`src/rtl/sbm_pkg.sv`:
```
`timescale 1ns / 1ps
package sbm_pkg;
  localparam int SAMPLE_BITS = 24;
  localparam int DB_FLOOR_MAG = 25600;
  localparam logic [25:0] DB_PER_LOG2_Q16 = 26'd50504453;
  localparam int LOG_FRAC_BITS = 16;

  // Block totals handed from the accumulator to the level unit.
  typedef struct packed {
    logic [63:0] left_sum;
    logic [63:0] right_sum;
    logic [SAMPLE_BITS-1:0] left_peak;
    logic [SAMPLE_BITS-1:0] right_peak;
    logic [16:0] count;
  } sbm_block_t;

  typedef enum logic [2:0] {
    ST_IDLE,
    ST_NORM,
    ST_SQUARE,
    ST_SCALE,
    ST_MULT,
    ST_DONE
  } sbm_state_t;
endpackage

```
`src/rtl/sbm_front.sv`:
```
`timescale 1ns / 1ps
module sbm_front #(
  parameter int MAX_BLOCK_SAMPLES = 4096
) (
  input  logic clk,
  input  logic rst,
  input  logic in_valid,
  output logic in_stall,
  input  logic [sbm_pkg::SAMPLE_BITS-1:0] left_in,
  input  logic [sbm_pkg::SAMPLE_BITS-1:0] right_in,
  input  logic last_in,
  output logic blk_valid,
  input  logic blk_stall,
  output sbm_pkg::sbm_block_t blk
);
  import sbm_pkg::*;
  localparam int CW = 17;
  localparam int SQW = 2 * SAMPLE_BITS;

  logic [SAMPLE_BITS-1:0] peak [2];
  logic [63:0] sum [2];
  logic [CW-1:0] count;
  logic [SAMPLE_BITS-1:0] mag [2];
  logic [SQW-1:0] sq [2];
  logic [CW-1:0] count_next;
  logic fire, ends;
  logic [SAMPLE_BITS-1:0] raw [2];

  assign raw[0] = left_in;
  assign raw[1] = right_in;
  // A pending block waits in the output register; samples stall only then.
  assign in_stall = blk_valid && blk_stall;
  assign fire = in_valid && !in_stall;
  assign count_next = count + 1'b1;
  assign ends = last_in || (count_next >= CW'(MAX_BLOCK_SAMPLES));

  always_comb begin
    for (int c = 0; c < 2; c++) begin
      mag[c] = raw[c][SAMPLE_BITS-1] ? (~raw[c] + 1'b1) : raw[c];
      sq[c] = SQW'(mag[c]) * SQW'(mag[c]);
    end
  end

  always_ff @(posedge clk) begin
    if (rst) begin
      blk_valid <= 1'b0;
      count <= '0;
      for (int c = 0; c < 2; c++) begin
        peak[c] <= '0;
        sum[c] <= '0;
      end
    end else begin
      blk_valid <= (fire && ends) || (blk_valid && blk_stall);
      if (fire) begin
        if (ends) begin
          blk.left_peak <= (mag[0] > peak[0]) ? mag[0] : peak[0];
          blk.right_peak <= (mag[1] > peak[1]) ? mag[1] : peak[1];
          blk.left_sum <= sum[0] + 64'(sq[0]);
          blk.right_sum <= sum[1] + 64'(sq[1]);
          blk.count <= count_next;
          count <= '0;
          for (int c = 0; c < 2; c++) begin
            peak[c] <= '0;
            sum[c] <= '0;
          end
        end else begin
          count <= count_next;
          for (int c = 0; c < 2; c++) begin
            if (mag[c] > peak[c]) peak[c] <= mag[c];
            sum[c] <= sum[c] + 64'(sq[c]);
          end
        end
      end
    end
  end
endmodule

```
`config.mk`:
```
export PLATFORM = sky130hd
export DESIGN_NAME = sbm_front
export DESIGN_NICKNAME = d
export VERILOG_FILES = /design/src/rtl/sbm_pkg.sv /design/src/rtl/sbm_front.sv
export SDC_FILE = /design/constraint.sdc
export NUM_CORES = 2
export LEC_CHECK = 0
export BUFFER_PORTS_ARGS = -buffer_cell sky130_fd_sc_hd__buf_2
export CAP_MARGIN = 30
export CORE_MARGIN = 10
export CORE_UTILIZATION = 45
export CTS_BUF_LIST = sky130_fd_sc_hd__clkbuf_4
export CTS_CLUSTER_SIZE = 14
export DETAILED_ROUTE_END_ITERATION = 16
export PLACE_DENSITY = 0.71
export SLEW_MARGIN = 20
export SYNTH_ARGS = -nofsm -noshare
export SYNTH_HDL_FRONTEND = slang
export SYNTH_SLANG_ARGS = --single-unit
```
`constraint.sdc`:
```
create_clock -name clk -period 20.8 [get_ports clk]
set_input_delay 1.04 -clock clk [delete_from_list [all_inputs] [get_ports clk]]
set_output_delay 1.04 -clock clk [all_outputs]
set_load 0.05 [all_outputs]
```
# Word level (Yosys, flattened, before mapping)
# Memory sizes are Yosys's and may differ from the RTL's.
# Index checks and enable logic that the tools add are counted.
[op_classes]
reduce_logical = 7
n_bitwise = 11
multipliers = 2
mux = 33
order_cmp = 3
add_sub_neg = 5
[ops]
columns = ["cell", "count"]
rows = [
  ["two-way mux 64 bit", 4],
  ["two-way mux 24 bit", 8],
  ["adder 64 x 48 -> 64 bit", 2],
  ["multiplier 24 x 24 -> 48 bit", 2],
  ["adder 24 x 1 -> 24 bit, second input constant", 2],
  ["> comparator 24 bit", 2],
  ["NOT 24 bit", 2],
  ["two-way mux 1 bit", 20],
  ["adder 17 x 1 -> 17 bit, second input constant", 1],
  ["greater-or-equal comparator 17 x 13 -> 1 bit, second input constant", 1],
  ["two-way mux 17 bit", 1],
  ["OR 1 bit", 8],
  ["logical AND 1 bit", 3],
  ["AND reduction 3 bit", 1],
  ["logical OR 1 bit", 2],
  ["zero test 1 bit", 1],
  ["NOT 1 bit", 1],
]
[totals]
ram_bits = 176
elab_cells = 70
n_memories = 2
in_bits = 53
ff_bits = 211
[memory_table]
columns = ["memory", "words", "word_bits", "rd", "rd_ports_with_merged_regs", "wr", "line", "source"]
rows = [
  ["sum", 2, 64, 2, 0, 2, "sbm_front.sv:21", "logic [63:0] sum [2];"],
  ["peak", 2, 24, 2, 0, 2, "sbm_front.sv:20", "logic [SAMPLE_BITS-1:0] peak [2];"],
]

# Depth between registers and ports, before layout
[depth]
word_depth = 10
ltp_mapped = 38

# Least setup slack after synthesis
# No wires, ideal clock.
[synth_path]
kind = "reg-to-reg"
from = "reg count[0]"
to = "reg blk_valid"
t_arrival_ps = 16536
path_buffers = 0
stages_incl_launch_ff = 9
path_slack_ps = 4097
required_time_ps = 20633
setup_time_ps = 167
cell_sequence = "dfxtp_1 ha_1 and2_1 nand4_1 nor3_1 xor2_1 or4_1 nor3b_1 o21bai_1"
[synth_between]
elab_chain_cells = 5
[synth_rtl]
columns = ["element", "line", "source"]
rows = [
  ["from (decl)", "sbm_front.sv:22", "logic [CW-1:0] count;"],
  ["from (signal assigned)", "sbm_front.sv:67", "count <= count_next;"],
  ["adder 17 x 1 -> 17 bit", "sbm_front.sv:34", "assign count_next = count + 1'b1;"],
  ["named net count_next[16]", "sbm_front.sv:25", "logic [CW-1:0] count_next;"],
  ["greater-or-equal comparator 17 x 13 -> 1 bit", "sbm_front.sv:35", "assign ends = last_in || (count_next >= CW'(MAX_BLOCK_SAMPLES));"],
  ["logical OR 1 bit", "sbm_front.sv:35", ""],
  ["logical AND 1 bit", "sbm_front.sv:53", "blk_valid <= (fire && ends) || (blk_valid && blk_stall);"],
  ["logical OR 1 bit", "sbm_front.sv:53", ""],
  ["to (signal assigned)", "sbm_front.sv:53", ""],
  ["to (decl)", "sbm_front.sv:12", "output logic blk_valid,"],
]
# The timed path passes the listed nets, and every way through them passes these cells.
# A chain may end at the register's enable or synchronous reset.

==> run summary <==
outcome - finished, final reports clean
CTS tree - yes
vias in the first global route - 40030
Clock Skew - 0.1436 ns
Synth Register Bits - 387
row cnt - 124
CP max stage cell - a211oi_1
Vias per Instance - 5.185
Max Slew Vio Count - 0
Avg Synthesized Cell Area - 9.912 um^2
first-pass GRT wire length - 225700 um
Hold Violations, Final - 0
post-CTS sizing - 0
CTS Buf Count - 113
setup bufs post-CTS - 0
width of the die - 358.6 um
Non-Filler Cell Area, Final - 56490 um^2
PortBufs - 247
clock-pin transition on the worst setup and hold timing paths - 0.07 ns
Antenna Nets Post-Route - 0
Cell Area, Placed - 54970 um^2
antenna violations before repair - 9
CP most frequent cell - inv_1
arrival time at the worst endpoint - 11.74 ns
Max-slew headroom - 0.3198
Final Net Count - 6914
Setup CP Type - primary input to register
RSZ-0062 raised after global routing - no
Syn Inst Count - 5206
core area - 114000 um^2
total track usage - 0.2278
Post-synth EDFFs - 369
Crit. End Element - register
final worst slack - 9.861 ns
Fin Setup TNS - 0 ns
Hold Slack - 0.2951 ns
total grt overflow - 0
dpl hpwl - 112900 um
per-cell routed wire length - 19.99 um
CTS Hold Buffers Added - 0
share of the synthesized area in the top cell type - 0.3635
Iter 0 DRT Violations - 2448
Starting Density - 0.4525
Critical Path RT - 21.60 ns
Mapped Area - 51600 um^2
count of cell types in the netlist - 78
crit-path max FO - 20
# IOs - 248
die area - 128600 um^2
WL final - 142300 um
sequential-to-total area share from yosys stat - 0.2217
total clock sinks - 387
Area Growth Syn to Fin - 9.468%
Clock Latency Late Sink - 1.12 ns
Root Driver - clkbuf_4
Tcrit/Tclk final - 0.5259
Yosys top cell by area - fa_1
Final setup viols - 0
measured slew at the worst slew-check pin - 1.007 ns
count of warnings emitted by yosys - 0
H-tree depth - 3
Synth Flop Type - edfxtp_1
Placer Congestion - 0.9613
crit-path max cell delay - 0.80 ns
Residual DRC - 0
DRT Pass-1 Iters - 6
crit path time final - 10.94 ns
Vias - 36910
Clock Path Buffers - 3
async set or reset register ratio after synthesis - 0
chip height - 358.6 um
Place WS - 9.001 ns
worst hold path type - primary input to register
Synth area leaders - fa_1 36%, edfxtp_1 21%, inv_1 10%
Critical Path Start Type - primary input
layout cells sized above 1 - 0.09747
fmax - 91.42 MHz
Max Cap Viol - 0
pin count of the biggest net entering global routing - 87
layout make-up:
cell class | instances | area [um^2]
clock buffers | 157 | 1179
repair buffers | 322 | 1896
fillers | 10440 | 57550
well taps | 1512 | 1892
flip-flops and latches | 387 | 11440
diodes | 4 | 10.01
multi-input cells | 3282 | 34510
clock inverters | 39 | 242.7
inverters | 1415 | 5316
stage by stage:
step / utilization / instances
after detailed placement: 0.4821 / 6914
after global placement: 0.4815 / 6911
after CTS: 0.4945 / 7110
after floorplan: - / 5240
after global routing: 0.4954 / 7118
final: 0.4954 / 7118
cells by family after synthesis:
logic type      after synthesis  synth area share
simple gates               1185            0.1036
buf+inv                    1571            0.1148
xor+xnor                    184           0.03152
flops                       387            0.2217
fa+ha+maj                  1340            0.4612
mux                          13          0.002546
other cells                   2         0.0001455
compound gates              524           0.06445
cells in the final DEF (no fill, tap or decap), types with 26 or more instances in the layout:
| cell | Yosys | routed |
|---|---|---|
| inv_1 | 1402 | 1401 |
| fa_1 | 937 | 937 |
| nand2_1 | 466 | 466 |
| ha_1 | 403 | 403 |
| edfxtp_1 | 369 | 369 |
| nor2_1 | 368 | 368 |
| buf_2 | 10 | 247 |
| a21oi_1 | 162 | 161 |
| clkbuf_4 | 0 | 157 |
| and2_1 | 124 | 124 |
| o21ai_0 | 111 | 109 |
| xnor2_1 | 103 | 99 |
| xor2_1 | 79 | 71 |
| a21o_1 | 71 | 70 |
| buf_4 | 0 | 68 |
| nand4_1 | 39 | 39 |
| conb_1 | 2 | 36 |
| clkinv_1 | 6 | 30 |
| and3_1 | 28 | 28 |
| nand3_1 | 27 | 27 |
| o21bai_1 | 26 | 26 |
registers in the layout (all words and copies together) (netlist names):
register / count
blk: 193
sum: 128
blk_valid: 1
peak: 48
count: 17
final timing paths:
kind,from,endpoint,slack [ns],depth (start not counted)
max,left_in[0],sum[0][60],9.86,34
min,rst,blk_valid,0.30,2
max reg2reg,sum[0][15],sum[0][60],14.70,16
min reg2reg,count[16],count[16],0.49,1
per-layer routing:
| layer | track usage | vias up | share of wire |
|---|---|---|---|
| li1 | - | 16590 | - |
| met1 | 0.2803 | 18460 | 0.38 |
| met2 | 0.3738 | 1475 | 0.48 |
| met3 | 0.05575 | 378 | 0.086 |
| met4 | 0.1111 | 6 | 0.053 |
| met5 | 0 | - | 0.00026 |
synth_stat cells (10+ instances only):
| library cell | number |
|---|---|
| nor2_1 | 368 |
| xor2_1 | 79 |
| a21oi_1 | 162 |
| o21bai_1 | 26 |
| o21a_1 | 15 |
| nand3_1 | 27 |
| nor3_1 | 23 |
| and3_1 | 28 |
| ha_1 | 403 |
| inv_1 | 1402 |
| buf_2 | 10 |
| a211oi_1 | 12 |
| a31oi_1 | 17 |
| o31ai_1 | 16 |
| a21boi_0 | 11 |
| dfxtp_1 | 18 |
| clkbuf_1 | 131 |
| nand4_1 | 39 |
| a21o_1 | 71 |
| nand2_1 | 466 |
| nand2b_1 | 21 |
| nor2b_1 | 18 |
| fa_1 | 937 |
| or3_1 | 21 |
| mux2i_1 | 12 |
| o21ai_0 | 111 |
| xnor2_1 | 103 |
| edfxtp_1 | 369 |
| o211ai_1 | 20 |
| and2_1 | 124 |
| buf_1 | 13 |
worst max-delay path: cells and delay by family:
kind | cells | cell delay (ns)
AO/OA/AOI/OAI | 5 | 2.10
adder cells (fa/ha/maj) | 9 | 4.14
XOR/XNOR | 1 | 0.72
multiplexers | 1 | 0.13
buffers and inverters | 10 | 1.75
AND/OR/NAND/NOR | 8 | 1.83
Power is not shown: default switching activity piles up to over one toggle a cycle in this logic, so the estimate is an artifact.
