## src/rtl/sbm_pkg.sv

```systemverilog
`timescale 1ns / 1ps
package sbm_pkg;
  localparam int SAMPLE_BITS = 24;
  localparam int DB_FLOOR_MAG = 25600;
  localparam logic [25:0] DB_PER_LOG2_Q16 = 26'd50504453;
  localparam int LOG_FRAC_BITS = 16;

  // Block totals handed from the accumulator to the level unit.
  typedef struct packed {
    logic [63:0] left_sum;
    logic [63:0] right_sum;
    logic [SAMPLE_BITS-1:0] left_peak;
    logic [SAMPLE_BITS-1:0] right_peak;
    logic [16:0] count;
  } sbm_block_t;

  typedef enum logic [2:0] {
    ST_IDLE,
    ST_NORM,
    ST_SQUARE,
    ST_SCALE,
    ST_MULT,
    ST_DONE
  } sbm_state_t;
endpackage

```

## src/rtl/sbm_level.sv

```systemverilog
`timescale 1ns / 1ps
module sbm_level (
  input  logic clk,
  input  logic rst,
  input  logic blk_valid,
  output logic blk_stall,
  input  sbm_pkg::sbm_block_t blk,
  input  logic [1:0] active_channels,
  output logic out_valid,
  input  logic out_stall,
  output logic [23:0] left_peak,
  output logic [23:0] right_peak,
  output logic [15:0] left_rms_db,
  output logic [15:0] right_rms_db
);
  import sbm_pkg::*;

  sbm_state_t state, state_next;
  sbm_block_t b;
  logic [1:0] job;       // 0 left sum, 1 right sum, 2 count
  logic [4:0] step;
  logic [63:0] v;
  logic [5:0] e;
  logic [31:0] y;
  logic [15:0] frac;
  logic [21:0] lg [3];
  logic signed [24:0] lval;
  logic [57:0] prod;
  logic [15:0] db [2];
  logic ch;
  logic [5:0] hi;
  logic [63:0] ysq;
  logic [31:0] ysq30;
  logic signed [24:0] l_comb;
  logic [24:0] lmag;

  assign blk_stall = (state != ST_IDLE);

  always_comb begin
    hi = '0;
    for (int i = 1; i < 64; i++) if (v[i]) hi = 6'(i);
    ysq = 64'(y) * 64'(y);
    ysq30 = ysq[61:30];
    l_comb = 25'(signed'({3'b0, lg[{1'b0, ch}]})) - 25'(signed'({3'b0, lg[2]}))
           - 25'(2 * (SAMPLE_BITS - 1) * 65536);
    lmag = 25'(-lval);
    prod = 58'(lmag) * 58'(DB_PER_LOG2_Q16) + 58'(64'd1 << 31);
  end

  always_comb begin
    state_next = state;
    unique case (state)
      ST_IDLE: if (blk_valid) state_next = ST_NORM;
      ST_NORM: state_next = ST_SQUARE;
      ST_SQUARE: if (step == 5'd15) state_next = (job == 2'd2) ? ST_SCALE : ST_NORM;
      ST_SCALE: state_next = ST_MULT;
      ST_MULT: state_next = ch ? ST_DONE : ST_SCALE;
      ST_DONE: if (!out_stall) state_next = ST_IDLE;
      default: state_next = ST_IDLE;
    endcase
  end

  always_comb begin
    out_valid = (state == ST_DONE);
  end

  always_ff @(posedge clk) begin
    if (rst) begin
      state <= ST_IDLE;
    end else begin
      state <= state_next;
    end
    unique case (state)
      ST_IDLE: begin
        b <= blk;
        job <= '0;
        v <= blk.left_sum;
        ch <= 1'b0;
      end
      ST_NORM: begin
        e <= hi;
        y <= (hi >= 6'd30) ? 32'(v >> (hi - 6'd30)) : 32'(v << (6'd30 - hi));
        frac <= '0;
        step <= '0;
      end
      ST_SQUARE: begin
        step <= step + 1'b1;
        if (ysq30[31]) begin
          y <= ysq30 >> 1;
          frac <= {frac[14:0], 1'b1};
        end else begin
          y <= ysq30;
          frac <= {frac[14:0], 1'b0};
        end
        if (step == 5'd15) begin
          lg[job] <= {e, frac[14:0], ysq30[31]};
          job <= job + 1'b1;
          v <= (job == 2'd0) ? b.right_sum : 64'(b.count);
        end
      end
      ST_SCALE: begin
        lval <= l_comb;
      end
      ST_MULT: begin
        ch <= 1'b1;
        if ({1'b0, ch} >= active_channels || (ch ? b.right_sum : b.left_sum) == '0)
          db[ch] <= 16'(-DB_FLOOR_MAG);
        else if (!lval[24])
          db[ch] <= '0;
        else
          db[ch] <= (prod[57:32] > 26'(DB_FLOOR_MAG)) ? 16'(-DB_FLOOR_MAG)
                                                      : 16'(-prod[47:32]);
      end
      ST_DONE: ;
      default: ;
    endcase
  end

  assign left_peak = (active_channels >= 2'd1) ? b.left_peak : '0;
  assign right_peak = (active_channels >= 2'd2) ? b.right_peak : '0;
  assign left_rms_db = db[0];
  assign right_rms_db = db[1];
endmodule

```

## config.mk

```make
export PLATFORM = sky130hd
export DESIGN_NAME = sbm_level
export DESIGN_NICKNAME = d
export VERILOG_FILES = /design/src/rtl/sbm_pkg.sv /design/src/rtl/sbm_level.sv
export SDC_FILE = /design/constraint.sdc
export NUM_CORES = 2
export LEC_CHECK = 0
export BUFFER_PORTS_ARGS = -buffer_cell sky130_fd_sc_hd__buf_2
export CAP_MARGIN = 20
export CORE_ASPECT_RATIO = 2
export CORE_UTILIZATION = 50
export DETAILED_ROUTE_END_ITERATION = 6
export HOLD_SLACK_MARGIN = 0.06
export PLACE_DENSITY = 0.65
export SYNTH_ARGS = -nofsm -noshare
export SYNTH_HDL_FRONTEND = slang
export SYNTH_SLANG_ARGS = --single-unit
```

## constraint.sdc

```tcl
create_clock -name clk -period 10.6 [get_ports clk]
set_clock_uncertainty 0.15 [all_clocks]
set_input_delay 2.12 -clock clk [delete_from_list [all_inputs] [get_ports clk]]
set_output_delay 2.12 -clock clk [all_outputs]
set_load 0.05 [all_outputs]
```

Word-level counts from Yosys, hierarchy flattened
Memory sizes are Yosys's and may differ from the RTL's. A register that Yosys moved wholly into a read port is not among the register bits.
Index checks and enable logic that the tools add are counted.
Widths: inputs -> output; s select.
- add/sub/neg operators: 9
- multipliers: 2
- $lt $le $gt $ge: 5
- equal/unequal tests: 10
- shifts and indexed selects: 2
- muxes and demuxes: 102
- bitwise operators: 2
- reductions and logical operators: 10
- operators with widths (operator ; number):
    $mux 6 ; 61
    $mux 64 ; 3
    $pmux 64 s2 ; 1
    $logic_not 64->1 ; 1
    $pmux 32 s2 ; 1
    $shl 64x6->32 ; 1
    $shr 64x6->32 ; 1
    $mul 32x32->62 ; 1
    $add 51x32->52 const B ; 1
    $mul 25x26->51 const B ; 1
    $mux 16 ; 3
    $mux 24 ; 2
    $mux 32 ; 1
    $mux 31 ; 1
    $pmux 15 s2 ; 1
    $neg 25->25 ; 1
    $sub 23x23->24 const B ; 1
    $sub 22x22->23 ; 1
    $gt 20x15->1 const B ; 1
    $pmux 3 s6 ; 1
    $mux 1 ; 16
    $neg 16->16 ; 1
    $mux 3 ; 4
    $pmux 5 s2 ; 1
    25 further kinds ; 35
- register bits: 346
- memory bits (writable): 98
- input port bits: 199
- output and inout bits: 82
- word-level logic and storage cells: 158
- memories: 2
- memories (memory ; words ; bits a word ; read ports ; clocked after memory_dff ; write ports ; RTL line ; RTL):
    lg ; 3 ; 22 ; 2 ; 1 ; 1 ; sbm_level.sv:26 ; logic [21:0] lg [3];
    db ; 2 ; 16 ; 2 ; 0 ; 1 ; sbm_level.sv:29 ; logic [15:0] db [2];

Longest topological paths before layout
- depth in word-level cells: 67
- gate-level depth with buffers: 37

Worst setup path after synthesis
OpenSTA, ideal clock, no wires.
- kind: register to register
- start point: register lval[4]
- end point: memory db[0][13] (data pin)
- setup time: 0.149 ns
- arrival: 8.402 ns
- required time: 10.301 ns
- slack: 1.900 ns
- cell stages (with the launch flop): 36
- path buffers: 2
- clock period less this slack: 8.700 ns
- cell sequence: edfxtp_1 -> nor4_1 -> nand2_1 -> or4_1 -> inv_1 -> nand2_1 -> nor2_1 -> nand2_1 -> xnor2_1 -> inv_1 -> ha_1 -> ha_1 -> inv_1 -> fa_1 -> inv_1 -> fa_1 -> inv_1 -> fa_1 -> inv_1 -> fa_1 -> fa_1 -> ha_1 -> clkbuf_1 -> and2_1 -> or2_1 -> o21a_1 -> or2_2 -> or3_1 -> o22ai_1 -> o21ai_0 -> nor3b_2 -> nor3b_1 -> o41ai_2 -> or2_1 -> buf_2 -> nor2_1
- longest elaborated chain between the ends: 6
- ends and longest elaborated chain (item ; RTL line ; RTL):
    start: declaration ; sbm_level.sv:27 ; logic signed [24:0] lval;
    start signal: assignment ; sbm_level.sv:102 ; lval <= l_comb;
    $neg 25->25 * ; sbm_level.sv:46 ; lmag = 25'(-lval);
    $mul 25x26->51 * ; sbm_level.sv:47 ; prod = 58'(lmag) * 58'(DB_PER_LOG2_Q16) + 58'(64'd1 << 31);
    $add 51x32->52 * ; sbm_level.sv:47 ;
    $neg 16->16 or $gt 20x15->1 (tied branches) ; sbm_level.sv:112, sbm_level.sv:111 ;
    $mux 16 * ; sbm_level.sv:111 ; db[ch] <= (prod[57:32] > 26'(DB_FLOOR_MAG)) ? 16'(-DB_FLOOR_MAG)
    $mux 16 (no source line) * ; -- ;
    end: declaration ; sbm_level.sv:29 ;
Every way passes the cells marked *; elsewhere a longest branch is shown, timed or not.

Worst setup path in the final report
- start point: register y[23]
- end point: register y[7] (data pin)
- longest elaborated chain between the ends: 3
- ends and longest elaborated chain (item ; RTL line ; RTL):
    start: declaration ; sbm_level.sv:24 ; logic [31:0] y;
    start signal: assignment ; sbm_level.sv:82 ; y <= (hi >= 6'd30) ? 32'(v >> (hi - 6'd30)) : 32'(v << (6'd30 - hi));
    start signal: assignment ; sbm_level.sv:89 ; y <= ysq30 >> 1;
    start signal: assignment ; sbm_level.sv:92 ; y <= ysq30;
    $mul 32x32->62 ; sbm_level.sv:42 ; ysq = 64'(y) * 64'(y);
    $mux 31 ; sbm_level.sv:88 ; if (ysq30[31]) begin
    $pmux 32 s2 ; sbm_level.sv:73 ; unique case (state)
No other way between the ends.
A chain may end at the register's enable or synchronous reset.

==> results.json <==
{
  "critPathMaxStageDelay_ns": 0.75,
  "status": "complete, no violations",
  "antenna_left": 0,
  "grt_max_degree": 112,
  "tns_ns": 0,
  "num_vias": 44300,
  "finalSetupViolations": 0,
  "layout_common_cells": "inv_1, fa_1, ha_1",
  "max_freq_mhz": 99.88,
  "clk_pin_slew_ns": 0.08,
  "worst_slew_pin_slew_ns": 1.375,
  "max_cap_violations": 0,
  "synth_seq_cells": 444,
  "insertion_delay_ns": 0.62,
  "ioPinCount": 281,
  "synth_nets": 7687,
  "start_kind": "flip-flop",
  "critPathMostFrequentCell": "fa_1",
  "wire_per_inst_um": 24.61,
  "root_buffer": "clkbuf_16",
  "avgSynthCellArea_sq_um": 10.12,
  "reg2reg_from": "y[23]",
  "grt-ovfl-total": 0,
  "grt_pass1_wl_mm": 289.2,
  "dieArea_sq_um": 122600,
  "rsz0062_at_grt": "no",
  "rows": 180,
  "relSlewSlack": 0.08322,
  "yosys_warnings": 0,
  "cp.required_ns": 10.75,
  "period_needed_ns": 10.01,
  "rr_worst_depth": 27,
  "clockBufferDepth": 3,
  "die_w_um": 248.0,
  "syn_to_final_growth_pct": 8.131,
  "gp_congestion": 1.075,
  "synth_edf_count": 440,
  "min_to": "lg[1][21]",
  "drtIter0Drc": 2462,
  "rr_endpoint": "y[7]",
  "final_hold_viol_count": 0,
  "worstPathMaxFanout": 39,
  "ctsResizeCount": 0,
  "numCtsBuffers": 42,
  "port-buffer-count": 280,
  "first_pass_iters": 6,
  "drcViolationCount": 0,
  "nNetsFinal": 7881,
  "critPathBufInv": 6,
  "via_per_inst": 5.702,
  "route.met2.wl_mm": 102.3,
  "cts_tree": "yes",
  "cts_sinks": 444,
  "crit_slowest_cell": "nor2_1",
  "cp-end-kind": "flip-flop",
  "critical_path_class": "flip-flop to flip-flop",
  "route.met3.wl_mm": 9.655,
  "antenna_found_initial": 13,
  "hold_path_depth": 0,
  "initial_core_util": 0.5034,
  "core_region_area_sq_um": 120300,
  "synth_ff_type": "edfxtp_1",
  "r2r_setup_slack_ns": 0.59,
  "cts_setup_buffers": 0,
  "drt-total-wl_mm": 191.2,
  "top_layer": "met5",
  "slew_violations": 0,
  "htree_levels": 2,
  "synthArstFlopShare": 0,
  "syn_inst": 5985,
  "wl_met1_mm": 55.82,
  "post-dp-hpwl_mm": 157.9,
  "period_share": 0.9445,
  "grt_use_total": 0.3248,
  "ys_seq_area_frac": 0.2196,
  "synth.cell_area_sq_um": 60540,
  "critical_path_arrival_ns": 10.16,
  "cts_hold_buf": 0,
  "yosys.cell_types.count": 101,
  "final_common_cell": "inv_1",
  "drive_above_1_share": 0.09754,
  "hold_path.class": "flip-flop to flip-flop",
  "cp_top_family": "adder cells",
  "die_h_um": 494.1,
  "hp-start": "e[5]",
  "grt_pass1_vias": 49260
}
-- registers in the layout, summed over array words and instances, names as in the netlist, 3 cells and up, named ones only --
signal	count
lg	66
v	64
frac	15
lval	24
b	193
db	32
step	5
state	3
y	32
e	6
-- area by class of cell --
class	count	area (sq um)
antenna	9	22.52
clock buffer	49	1099
clock inverter	29	271.5
fill	10850	54800
inverter	1276	4797
multi-input combinational	3999	41470
sequential	444	13290
tap	1547	1936
timing repair buffer	416	2571
-- routing by layer --
| layer | up-vias | track usage |
|---|---|---|
| met5 | - | 0 |
| met1 | 22030 | 0.2870 |
| met2 | 1749 | 0.5970 |
| met3 | 844 | 0.05654 |
| met4 | 2 | 0.3204 |
| li1 | 19670 | - |
-- synthesized netlist by cell type (all sizes together), types with 18 or more instances --
| library cell | instances | area (sq um) |
|---|---|---|
| or3 | 23 | 143.9 |
| buf | 65 | 346.6 |
| o21a | 24 | 180.2 |
| ha | 566 | 7082 |
| a211oi | 39 | 302.8 |
| and3 | 47 | 294.0 |
| or2 | 21 | 131.4 |
| o21ai | 121 | 609.3 |
| edfxtp | 440 | 13210 |
| a22oi | 24 | 180.2 |
| xnor2 | 74 | 674.4 |
| a21oi | 186 | 942.2 |
| fa | 937 | 18760 |
| mux2 | 50 | 566.8 |
| inv | 1270 | 4767 |
| nor2b | 50 | 312.8 |
| nand2 | 520 | 1959 |
| or4 | 20 | 150.1 |
| a21o | 30 | 225.2 |
| clkbuf | 201 | 755.7 |
| nand2b | 18 | 112.6 |
| mux2i | 248 | 2482 |
| xor2 | 46 | 410.4 |
| o211ai | 26 | 200.2 |
| a31oi | 22 | 137.6 |
| nor2 | 271 | 1017 |
| nor4 | 53 | 337.8 |
| nand4 | 24 | 150.1 |
| nand3 | 89 | 445.4 |
| and2 | 223 | 1395 |
| mux4 | 18 | 405.4 |
| nor3 | 65 | 330.3 |
-- metrics by stage --
| stage | util | cells | setup slack, ns | area, sq um | hold slack (ns) |
|---|---|---|---|---|---|
| 2_1_floorplan | - | 5985 | 1.900 | 60540 | 0.2901 |
| 3_5_place_dp | 0.5318 | 7673 | 0.5855 | 63960 | 0.3095 |
| 4_1_cts | 0.5432 | 7751 | 0.5349 | 65330 | 0.3205 |
| 5_1_grt | 0.5442 | 7764 | 0.06048 | 65450 | 0.3346 |
| 6_report | 0.5443 | 7769 | 0.5882 | 65460 | 0.3175 |
| 3_3_place_gp | 0.5311 | 7669 | 0.6691 | 63870 | 0.2936 |
-- kinds of logic (layout without fill, tap and decap cells) --
group | Yosys count | in the layout | synth area share
other | 0 | 9 | 0
AND/OR/NAND/NOR | 1439 | 1439 | 0.1142
multiplexers | 316 | 316 | 0.05706
AO/OA/AOI/OAI | 621 | 621 | 0.06711
XOR/XNOR | 120 | 120 | 0.01792
flip-flops | 444 | 444 | 0.2196
buffers and inverters | 1542 | 1770 | 0.09732
adder cells (fa/ha/maj) | 1503 | 1503 | 0.4268
-- worst reg2reg max path: stages, from the launching register on --
cell	delay, ns
edfxtp_1	0.37
clkinv_1	0.52
nor2_1	0.76
fa_1	0.56
fa_1	0.52
fa_1	0.55
inv_1	0.07
fa_1	0.49
fa_1	0.45
fa_1	0.52
inv_1	0.05
fa_1	0.47
inv_1	0.05
fa_1	0.47
inv_1	0.05
ha_1	0.46
nand2_1	0.14
or3_1	0.39
nor2_1	0.17
nand2b_1	0.08
o21ai_2	0.30
o21bai_1	0.15
o31a_1	0.38
a21o_1	0.26
xor2_4	0.19
buf_12	0.20
o21ai_0	0.70
a32oi_1	0.21
-- how the worst max path moves through the flow --
stage,from,end,slack (ns),cells after the start
final,y[23],y[7],0.59,27
after global routing,lval[0],db[1][5],0.06,34
after global placement,lval[0],db[1][13],0.67,34
after floorplan,lval[4],db[0][13],1.90,35
after CTS,lval[0],db[0][3],0.53,34
after detailed placement,lval[0],db[1][3],0.59,34
Power is left out: the tool's default activity adds up to more than one toggle a clock period on the data nets, which glitch-free logic cannot reach.
